## src/rtl/core/rhc_pkg.sv

```systemverilog
package rhc_pkg;

   localparam int FRAC_BITS = 16;
   localparam int FW        = FRAC_BITS + 1;
   localparam int DIVW      = 11;
   localparam int DIV_LAT   = FRAC_BITS + 1;
   localparam int HSL_LAT   = 5;
   localparam int HSL_PAD   = FRAC_BITS + 2 - HSL_LAT;

   // lightness = t * ONE / 510 by reciprocal multiplication, exact for t <= 510
   localparam int L_SHIFT   = 19;
   localparam int L_KW      = FRAC_BITS + L_SHIFT - 8;

   localparam logic [FW-1:0]   FX_ONE  = FW'(1) << FRAC_BITS;
   localparam logic [FW-1:0]   FX_HALF = FW'(1) << (FRAC_BITS - 1);
   localparam logic [DIVW-1:0] L_DENOM = DIVW'(510);
   localparam logic [L_KW-1:0] L_RECIP =
      L_KW'(((64'd1 << (FRAC_BITS + L_SHIFT)) + 64'd509) / 64'd510);

   typedef struct packed {
      logic          cmd;
      logic [7:0]    red_in;
      logic [7:0]    green_in;
      logic [7:0]    blue_in;
      logic [FW-1:0] hue_in;
      logic [FW-1:0] sat_in;
      logic [FW-1:0] light_in;
   } rhc_req_type;

   typedef struct packed {
      logic [7:0]    red_out;
      logic [7:0]    green_out;
      logic [7:0]    blue_out;
      logic [FW-1:0] hue_out;
      logic [FW-1:0] sat_out;
      logic [FW-1:0] light_out;
   } rhc_rsp_type;

   typedef struct packed {
      logic valid;
      logic cmd;
      logic grey;
   } rhc_ctl_type;

   function automatic logic [FW-1:0] fx_sat(input logic [FW-1:0] x);
      return (x > FX_ONE) ? FX_ONE : x;
   endfunction

   // x * 255 >> FRAC_BITS, x at most one
   function automatic logic [7:0] fx_byte(input logic [FW-1:0] x);
      logic [FW+7:0] prod;
      prod = {x, 8'd0} - (FW+8)'(x);
      return prod[FRAC_BITS +: 8];
   endfunction

   // t * ONE / 510, t = max + min
   function automatic logic [FW-1:0] fx_light(input logic [8:0] t);
      logic [L_KW+8:0] prod;
      prod = (L_KW+9)'(t) * (L_KW+9)'(L_RECIP);
      return prod[L_SHIFT +: FW];
   endfunction

endpackage

```

## src/rtl/core/rhc_div.sv

```systemverilog
// Pipelined restoring divider: quot = (numer << FRAC_BITS) / denom, numer <= denom.
module rhc_div import rhc_pkg::*; (
   input  logic            clock,
   input  logic [DIVW-1:0] numer,
   input  logic [DIVW-1:0] denom,
   output logic [FW-1:0]   quot
);

   logic [DIVW-1:0] rem_ff   [0:DIV_LAT-1];
   logic [DIVW-1:0] denom_ff [0:DIV_LAT-1];
   logic [FW-1:0]   quot_ff  [0:DIV_LAT-1];
   logic            ge0;

   assign ge0 = numer >= denom;

   always_ff @(posedge clock) begin
      rem_ff[0]   <= ge0 ? numer - denom : numer;
      denom_ff[0] <= denom;
      quot_ff[0]  <= FW'(ge0);
   end

   for (genvar i = 1; i < DIV_LAT; i++) begin : g_step
      logic [DIVW:0] shl;
      logic          ge;
      assign shl = {rem_ff[i-1], 1'b0};
      assign ge  = shl >= {1'b0, denom_ff[i-1]};
      always_ff @(posedge clock) begin
         rem_ff[i]   <= ge ? DIVW'(shl - {1'b0, denom_ff[i-1]}) : DIVW'(shl);
         denom_ff[i] <= denom_ff[i-1];
         quot_ff[i]  <= {quot_ff[i-1][FW-2:0], ge};
      end
   end

   assign quot = quot_ff[DIV_LAT-1];

endmodule

```

## src/rtl/core/rhc_rgb_front.sv

```systemverilog
// Max/min, hue numerator and divisor selection for the rgb to hsl direction.
module rhc_rgb_front import rhc_pkg::*; (
   input  logic            clock,
   input  logic            reset,
   input  logic            accept,
   input  rhc_req_type     req,
   output rhc_ctl_type     ctl,
   output logic [DIVW-1:0] hue_num,
   output logic [DIVW-1:0] hue_den,
   output logic [DIVW-1:0] sat_num,
   output logic [DIVW-1:0] sat_den,
   output logic [DIVW-1:0] light_num
);

   logic [7:0]      r, g, b, mx, mn, d;
   logic [8:0]      t;
   logic [DIVW-1:0] d6, num_in, sden_in;
   rhc_ctl_type     ctl_ff;
   logic [DIVW-1:0] hnum_ff, hden_ff, snum_ff, sden_ff, lnum_ff;

   always_comb begin
      r  = req.red_in;
      g  = req.green_in;
      b  = req.blue_in;
      mx = r;
      mn = r;
      if (g > mx) mx = g;
      if (b > mx) mx = b;
      if (g < mn) mn = g;
      if (b < mn) mn = b;
      d  = mx - mn;
      t  = {1'b0, mx} + {1'b0, mn};
      d6 = DIVW'({d, 2'b0}) + DIVW'({d, 1'b0});
      // wrapped numerator, below 6d except for grey pixels (d = 0)
      priority if (r == mx) begin
         num_in = (g >= b) ? DIVW'(g - b) : d6 - DIVW'(b - g);
      end else if (g == mx) begin
         num_in = DIVW'({d, 1'b0}) + DIVW'(b) - DIVW'(r);
      end else begin
         num_in = DIVW'({d, 2'b0}) + DIVW'(r) - DIVW'(g);
      end
      sden_in = (t < 9'd255) ? DIVW'(t) : L_DENOM - DIVW'(t);
   end

   always_ff @(posedge clock) begin
      if (reset) begin
         ctl_ff <= '0;
      end else begin
         ctl_ff.valid <= accept;
         ctl_ff.cmd   <= req.cmd;
         ctl_ff.grey  <= (d == 8'd0);
      end
   end

   always_ff @(posedge clock) begin
      hnum_ff <= num_in;
      hden_ff <= d6;
      snum_ff <= DIVW'(d);
      sden_ff <= sden_in;
      lnum_ff <= DIVW'(t);
   end

   assign ctl       = ctl_ff;
   assign hue_num   = hnum_ff;
   assign hue_den   = hden_ff;
   assign sat_num   = snum_ff;
   assign sat_den   = sden_ff;
   assign light_num = lnum_ff;

endmodule

```

## src/rtl/core/rhc_hsl_path.sv

```systemverilog
// Five-stage hsl to rgb datapath (sextant method).
module rhc_hsl_path import rhc_pkg::*; (
   input  logic          clock,
   input  logic [FW-1:0] hue,
   input  logic [FW-1:0] sat,
   input  logic [FW-1:0] light,
   output logic [7:0]    red,
   output logic [7:0]    green,
   output logic [7:0]    blue
);

   logic [FW-1:0]     hs, ss, ls;
   logic [FW:0]       one_s;
   logic [2*FW:0]     p1_ff;
   logic [2*FW-1:0]   p2_ff;
   logic [FW-1:0]     h1_ff, s1_ff, l1_ff;
   logic              lo_ff;

   logic [FW:0]       vlo, vhi, vraw, l2x, mraw;
   logic [FW-1:0]     v_in, m_in;
   logic [FW+2:0]     h6;
   logic [FW-1:0]     v2_ff, m2_ff, l2_ff;
   logic [2:0]        sext2_ff;
   logic [FRAC_BITS-1:0] fract2_ff;

   logic [2*FW-1:0]   fprod;
   logic [FW-1:0]     f3_ff, v3_ff, m3_ff, l3_ff;
   logic [2:0]        sext3_ff;

   logic [FW-1:0]     mid1, mid2, cr_in, cg_in, cb_in;
   logic [FW-1:0]     cr_ff, cg_ff, cb_ff;
   logic [7:0]        r5_ff, g5_ff, b5_ff;

   assign hs    = fx_sat(hue);
   assign ss    = fx_sat(sat);
   assign ls    = fx_sat(light);
   assign one_s = {1'b0, FX_ONE} + {1'b0, ss};

   always_ff @(posedge clock) begin
      p1_ff <= (2*FW+1)'(ls) * (2*FW+1)'(one_s);
      p2_ff <= (2*FW)'(ls) * (2*FW)'(ss);
      lo_ff <= ls <= FX_HALF;
      h1_ff <= hs;
      s1_ff <= ss;
      l1_ff <= ls;
   end

   always_comb begin
      vlo  = p1_ff[FRAC_BITS +: FW+1];
      vhi  = {1'b0, l1_ff} + {1'b0, s1_ff} - {1'b0, p2_ff[FRAC_BITS +: FW]};
      vraw = lo_ff ? vlo : vhi;
      v_in = (vraw > {1'b0, FX_ONE}) ? FX_ONE : vraw[FW-1:0];
      l2x  = {l1_ff, 1'b0};
      mraw = (l2x > {1'b0, v_in}) ? l2x - {1'b0, v_in} : '0;
      m_in = (mraw > {1'b0, v_in}) ? v_in : mraw[FW-1:0];
      h6   = {h1_ff, 2'b0} + {1'b0, h1_ff, 1'b0};
   end

   always_ff @(posedge clock) begin
      v2_ff     <= v_in;
      m2_ff     <= m_in;
      l2_ff     <= l1_ff;
      sext2_ff  <= h6[FRAC_BITS +: 3];
      fract2_ff <= h6[FRAC_BITS-1:0];
   end

   assign fprod = (2*FW)'(v2_ff - m2_ff) * (2*FW)'(fract2_ff);

   always_ff @(posedge clock) begin
      f3_ff    <= fprod[FRAC_BITS +: FW];
      v3_ff    <= v2_ff;
      m3_ff    <= m2_ff;
      l3_ff    <= l2_ff;
      sext3_ff <= sext2_ff;
   end

   always_comb begin
      mid1  = m3_ff + f3_ff;
      mid2  = v3_ff - f3_ff;
      cr_in = l3_ff;
      cg_in = l3_ff;
      cb_in = l3_ff;
      if (v3_ff != '0) begin
         // a full turn lands in sextant 6 and stays grey
         unique case (sext3_ff)
            3'd0: begin cr_in = v3_ff; cg_in = mid1;  cb_in = m3_ff; end
            3'd1: begin cr_in = mid2;  cg_in = v3_ff; cb_in = m3_ff; end
            3'd2: begin cr_in = m3_ff; cg_in = v3_ff; cb_in = mid1;  end
            3'd3: begin cr_in = m3_ff; cg_in = mid2;  cb_in = v3_ff; end
            3'd4: begin cr_in = mid1;  cg_in = m3_ff; cb_in = v3_ff; end
            3'd5: begin cr_in = v3_ff; cg_in = m3_ff; cb_in = mid2;  end
            default: begin cr_in = l3_ff; cg_in = l3_ff; cb_in = l3_ff; end
         endcase
      end
   end

   always_ff @(posedge clock) begin
      cr_ff <= cr_in;
      cg_ff <= cg_in;
      cb_ff <= cb_in;
   end

   always_ff @(posedge clock) begin
      r5_ff <= fx_byte(cr_ff);
      g5_ff <= fx_byte(cg_ff);
      b5_ff <= fx_byte(cb_ff);
   end

   assign red   = r5_ff;
   assign green = g5_ff;
   assign blue  = b5_ff;

endmodule

```

## src/rtl/core/rgb_hsl_color_converter_core.sv

```systemverilog
// RGB/HSL pixel converter. One transaction per clock: busy is always low and a
// pixel may be started in every cycle. Each result appears on rsp_data with
// rsp_valid high for one cycle; the rgb to hsl path runs through the 17-stage
// pipelined restoring dividers, and hsl to rgb results are delayed to match so
// order is kept. The receiver must take each result in the cycle it is shown.
module rgb_hsl_color_converter_core import rhc_pkg::*; (
   input  logic        clock,
   input  logic        reset,
   input  logic        start,
   output logic        busy,
   input  rhc_req_type req_data,
   output logic        rsp_valid,
   output rhc_rsp_type rsp_data
);

   rhc_ctl_type     front_ctl;
   rhc_ctl_type     ctl_ff [0:DIV_LAT-1];
   logic [DIVW-1:0] hue_num, hue_den, sat_num, sat_den, light_num;
   logic [FW-1:0]   hue_q, sat_q;
   logic [FW-1:0]   light_ff [0:DIV_LAT-1];
   logic [7:0]      red_c, green_c, blue_c;
   logic [23:0]     pad_ff [0:HSL_PAD-1];
   logic            rsp_valid_ff;
   rhc_rsp_type     rsp_ff, rsp_in;
   rhc_ctl_type     tail;

   assign busy = 1'b0;

   rhc_rgb_front u_front (
      .clock     (clock),
      .reset     (reset),
      .accept    (start && !busy),
      .req       (req_data),
      .ctl       (front_ctl),
      .hue_num   (hue_num),
      .hue_den   (hue_den),
      .sat_num   (sat_num),
      .sat_den   (sat_den),
      .light_num (light_num)
   );

   rhc_div u_div_hue (.clock(clock), .numer(hue_num), .denom(hue_den), .quot(hue_q));
   rhc_div u_div_sat (.clock(clock), .numer(sat_num), .denom(sat_den), .quot(sat_q));

   rhc_hsl_path u_hsl (
      .clock (clock),
      .hue   (req_data.hue_in),
      .sat   (req_data.sat_in),
      .light (req_data.light_in),
      .red   (red_c),
      .green (green_c),
      .blue  (blue_c)
   );

   always_ff @(posedge clock) begin
      if (reset) begin
         for (int i = 0; i < DIV_LAT; i++) begin
            ctl_ff[i] <= '0;
         end
      end else begin
         ctl_ff[0] <= front_ctl;
         for (int i = 1; i < DIV_LAT; i++) begin
            ctl_ff[i] <= ctl_ff[i-1];
         end
      end
   end

   // lightness divides by a constant, so it is a multiply and a delay line
   always_ff @(posedge clock) begin
      light_ff[0] <= fx_light(light_num[8:0]);
      for (int i = 1; i < DIV_LAT; i++) begin
         light_ff[i] <= light_ff[i-1];
      end
   end

   always_ff @(posedge clock) begin
      pad_ff[0] <= {red_c, green_c, blue_c};
      for (int i = 1; i < HSL_PAD; i++) begin
         pad_ff[i] <= pad_ff[i-1];
      end
   end

   assign tail = ctl_ff[DIV_LAT-1];

   always_comb begin
      rsp_in = '0;
      if (tail.cmd) begin
         {rsp_in.red_out, rsp_in.green_out, rsp_in.blue_out} = pad_ff[HSL_PAD-1];
      end else begin
         rsp_in.light_out = light_ff[DIV_LAT-1];
         if (!tail.grey) begin
            rsp_in.hue_out = fx_sat(hue_q);
            rsp_in.sat_out = fx_sat(sat_q);
         end
      end
   end

   always_ff @(posedge clock) begin
      if (reset) begin
         rsp_valid_ff <= 1'b0;
      end else begin
         rsp_valid_ff <= tail.valid;
      end
   end

   always_ff @(posedge clock) begin
      rsp_ff <= rsp_in;
   end

   assign rsp_valid = rsp_valid_ff;
   assign rsp_data  = rsp_ff;

   a_idle_after_reset: assert property (@(posedge clock) reset |=> !rsp_valid)
      else $error("result strobe right after reset");

   a_one_direction: assert property (@(posedge clock) disable iff (reset)
      rsp_valid |-> ((rsp_data.red_out == 8'd0 && rsp_data.green_out == 8'd0 &&
                      rsp_data.blue_out == 8'd0) ||
                     (rsp_data.hue_out == '0 && rsp_data.sat_out == '0 &&
                      rsp_data.light_out == '0)))
      else $error("result mixes both directions");

   a_frac_range: assert property (@(posedge clock) disable iff (reset)
      rsp_valid |-> (rsp_data.hue_out <= FX_ONE && rsp_data.sat_out <= FX_ONE &&
                     rsp_data.light_out <= FX_ONE))
      else $error("fraction above one");

endmodule
```

## config.mk

```make
export PLATFORM = sky130hd
export DESIGN_NAME = rgb_hsl_color_converter_core
export DESIGN_NICKNAME = d
export VERILOG_FILES = /design/src/rtl/core/rhc_pkg.sv /design/src/rtl/core/rhc_div.sv /design/src/rtl/core/rhc_rgb_front.sv /design/src/rtl/core/rhc_hsl_path.sv /design/src/rtl/core/rgb_hsl_color_converter_core.sv
export SDC_FILE = /design/constraint.sdc
export NUM_CORES = 2
export LEC_CHECK = 0
export BUFFER_PORTS_ARGS = -buffer_cell sky130_fd_sc_hd__buf_2
export CAP_MARGIN = 20
export CORE_MARGIN = 4
export CORE_UTILIZATION = 30
export CTS_CLUSTER_SIZE = 16
export DETAILED_ROUTE_END_ITERATION = 7
export HOLD_SLACK_MARGIN = 0.1
export PLACE_DENSITY = 0.47
export SLEW_MARGIN = 20
export SYNTH_ARGS = -nofsm -noshare
export SYNTH_HDL_FRONTEND = slang
export SYNTH_SLANG_ARGS = --single-unit
```

## constraint.sdc

```tcl
create_clock -name clock -period 10 [get_ports clock]
set_input_delay 0.5 -clock clock [delete_from_list [all_inputs] [get_ports clock]]
set_output_delay 0.5 -clock clock [all_outputs]
set_load 0.005 [all_outputs]
```

==> results.py <==
metrics = {
    "global_route": {
        "antenna_found_initial": 9,
        "grt_pass1_vias": 66300,
        "grt_max_degree": 56,
        "track_usage_pct": 13.6,
        "grt_pass1_wl_um": 365000,
        "grt.overflow.total": 0,
    },
    "clocking": {
        "cts_tree": "yes",
        "cts.sinks": 2007,
        "numCtsBuffers": 214,
        "cts_root_buffer": "clkbuf_16",
        "path_clk_slew_ps": 60,
        "cts-htree-levels": 4,
        "clock_path_buffers": 4,
        "clk_latency_ps": 910,
    },
    "synth": {
        "synthTopCellsByArea": "dfxtp_1, fa_1, ha_1",
        "syn_avg_cell_area_um2": 10.2,
        "synth.distinct_cells": 82,
        "synth_most_common_cell": "dfxtp_1",
        "synthArstFlopShare_pct": 0,
        "synth_seq_cells": 2007,
        "synth_edf_count": 0,
        "synth.top_cells.by_count": "dfxtp_1, inv_1, ha_1",
        "ys_seq_area_share_pct": 41.1,
        "synth_largest_area_cell": "dfxtp_1",
        "syn_area_mm2": 0.0977,
        "synth_cells": 9595,
        "yosysWarnings": 0,
        "yosysTopAreaCellShare_pct": 41.1,
        "synth_flop_cell": "dfxtp_1",
    },
    "route": {
        "ant_nets": 0,
        "drtPass1Iterations": 6,
        "routed_via_density": 4.40,
        "vias": 63400,
        "wl_um": 228000,
        "drtIter0Drc": 3185,
        "drc": 0,
        "wire_per_inst_um": 15.8,
    },
    "timing": {
        "grt_setup_unrepaired": "false",
        "min_period_ps": 9390,
        "tns_ps": 0,
        "period_share_pct": 93.9,
        "fin_skew_ps": 123,
        "fmax_ghz": 0.107,
        "setup_viol": 0,
        "hold_violations": 0,
        "slew_violations": 0,
        "worst_slew_pin_slew_ps": 1120,
        "slew_headroom_pct": 25.3,
    },
    "floorplanning": {
        "die_h_um": 579,
        "coreArea_mm2": 0.324,
        "start_util_pct": 30.1,
        "io_pins": 156,
        "dieArea_mm2": 0.335,
        "num_rows": 209,
        "die_x_um": 579,
    },
    "cells_and_area": {
        "area_delta_synth_final_pct": 14.8,
        "layout-drive-gt1-share_pct": 7.18,
        "nNetsFinal": 11700,
    },
    "setup_path": {
        "crit_type": "flip-flop to flip-flop",
        "crit_path_end_kind": "flip-flop",
        "worstPathArrival_ps": 10100,
        "startpoint_type": "flip-flop",
        "cp_max_fo": 4,
        "max_stage_delay_ps": 590,
        "regToRegSetupSlack_ps": 610,
        "required_ps": 10710,
        "crit_slowest_cell": "fa_1",
    },
    "placed_design": {
        "place_congestion": 0.897,
        "port_buffers": 154,
        "dp_hpwl_um": 184000,
    },
    "flow_run": {
        "max_cap_viol_count": 0,
    },
    "min_path": {
        "min_path_type": "primary input to flip-flop",
    },
    "status": {
        "outcome": "finished clean",
    },
}
-- sequential cells by signal, indices dropped and copies added, names as in the netlist, 18 cells and up --
register,cells
u_div_sat.quot_ff,153
u_div_sat.denom_ff,158
rsp_data,74
u_div_hue.rem_ff,161
u_div_hue.quot_ff,153
pad_ff,312
u_div_hue.denom_ff,146
u_div_sat.rem_ff,176
light_ff,272
u_hsl.p1_ff,18
ctl_ff,51
-- logic make-up (layout without fill, tap and decap cells) --
family / Yosys count / in the layout / synth area share [%]
mux: 100 / 100 / 1.08
other cells: 1 / 7 / 0.00384
simple gates: 2150 / 2150 / 10.5
compound gates: 1461 / 1461 / 9.58
fa+ha+maj: 1674 / 1674 / 27.3
flops: 2007 / 2007 / 41.1
buf+inv: 1821 / 2312 / 7.03
xor+xnor: 381 / 381 / 3.42
-- layout by cell type (no fill, tap or decap), types with 223 or more instances in the layout --
cell        n
fa_1      761
nor2_1    554
o21ai_0   367
ha_1      913
inv_1    1615
and2_1    223
a21oi_1   379
dfxtp_1  2006
xnor2_1   265
nand2_1   731
-- metal layers --
metal  global-route usage, %  vias up  part of all wire (%)
met5                       0        -                 0.012
met4                    4.17        4                   3.3
met3                    2.16      411                   4.7
met2                    22.6     1312                    46
met1                    18.1    30200                    46
li1                        -    31500                     -
-- through the flow --
stage | util, % | instances | instance area (um^2) | hold slack [ps] | setup WS, ps
after floorplan | - | 9596 | 97700 | 310 | 1480
after global placement | 32.1 | 14000 | 104000 | 311 | 564
after detailed placement | 32.1 | 14000 | 104000 | 312 | 365
after CTS | 34.5 | 14400 | 112000 | 112 | 328
after global routing | 34.6 | 14400 | 112000 | 164 | 30.7
final | 34.6 | 14400 | 112000 | 235 | 614
-- repair_timing --
item	CTS	global route
hold endpoints to repair	21	0
gates resized for setup	0	3
setup endpoints to repair	0	3
buffers inserted	0	0
hold buffers	21	0
-- final cells by class --
type	instances	area (um^2)
antenna	5	12.5
clock buffer	285	6090
clock inverter	102	1630
fill	32600	212000
inverter	1627	6110
multi-input combinational	5768	50800
sequential	2007	40200
tap	4325	5410
timing repair buffer	298	1910
-- final timing paths --
| path | endpoint | startpoint | cells past startpoint |
|---|---|---|---|
| max | u_hsl.f3_ff[16]$_DFF_P_ | u_hsl.v2_ff[0]$_DFF_P_ | 39 |
| min | u_hsl.lo_ff$_DFF_P_ | req_data[0] | 4 |
| max reg2reg | u_hsl.f3_ff[16]$_DFF_P_ | u_hsl.v2_ff[0]$_DFF_P_ | 39 |
| min reg2reg | pad_ff[10][11]$_DFF_P_ | pad_ff[9][11]$_DFF_P_ | 0 |
-- worst max-delay path: cells and delay by family (launching register included) --
kind / cells / cell delay (ps)
and+or+nand+nor: 4 / 800
xor gates and xnor gates: 2 / 310
adders and majority gates: 9 / 3870
AOI/OAI and AO/OA: 17 / 3620
buffers and inverters: 7 / 390
DFF: 1 / 310
Power is not shown: default switching activity piles up to over one toggle a cycle in this logic, so the estimate is an artifact.
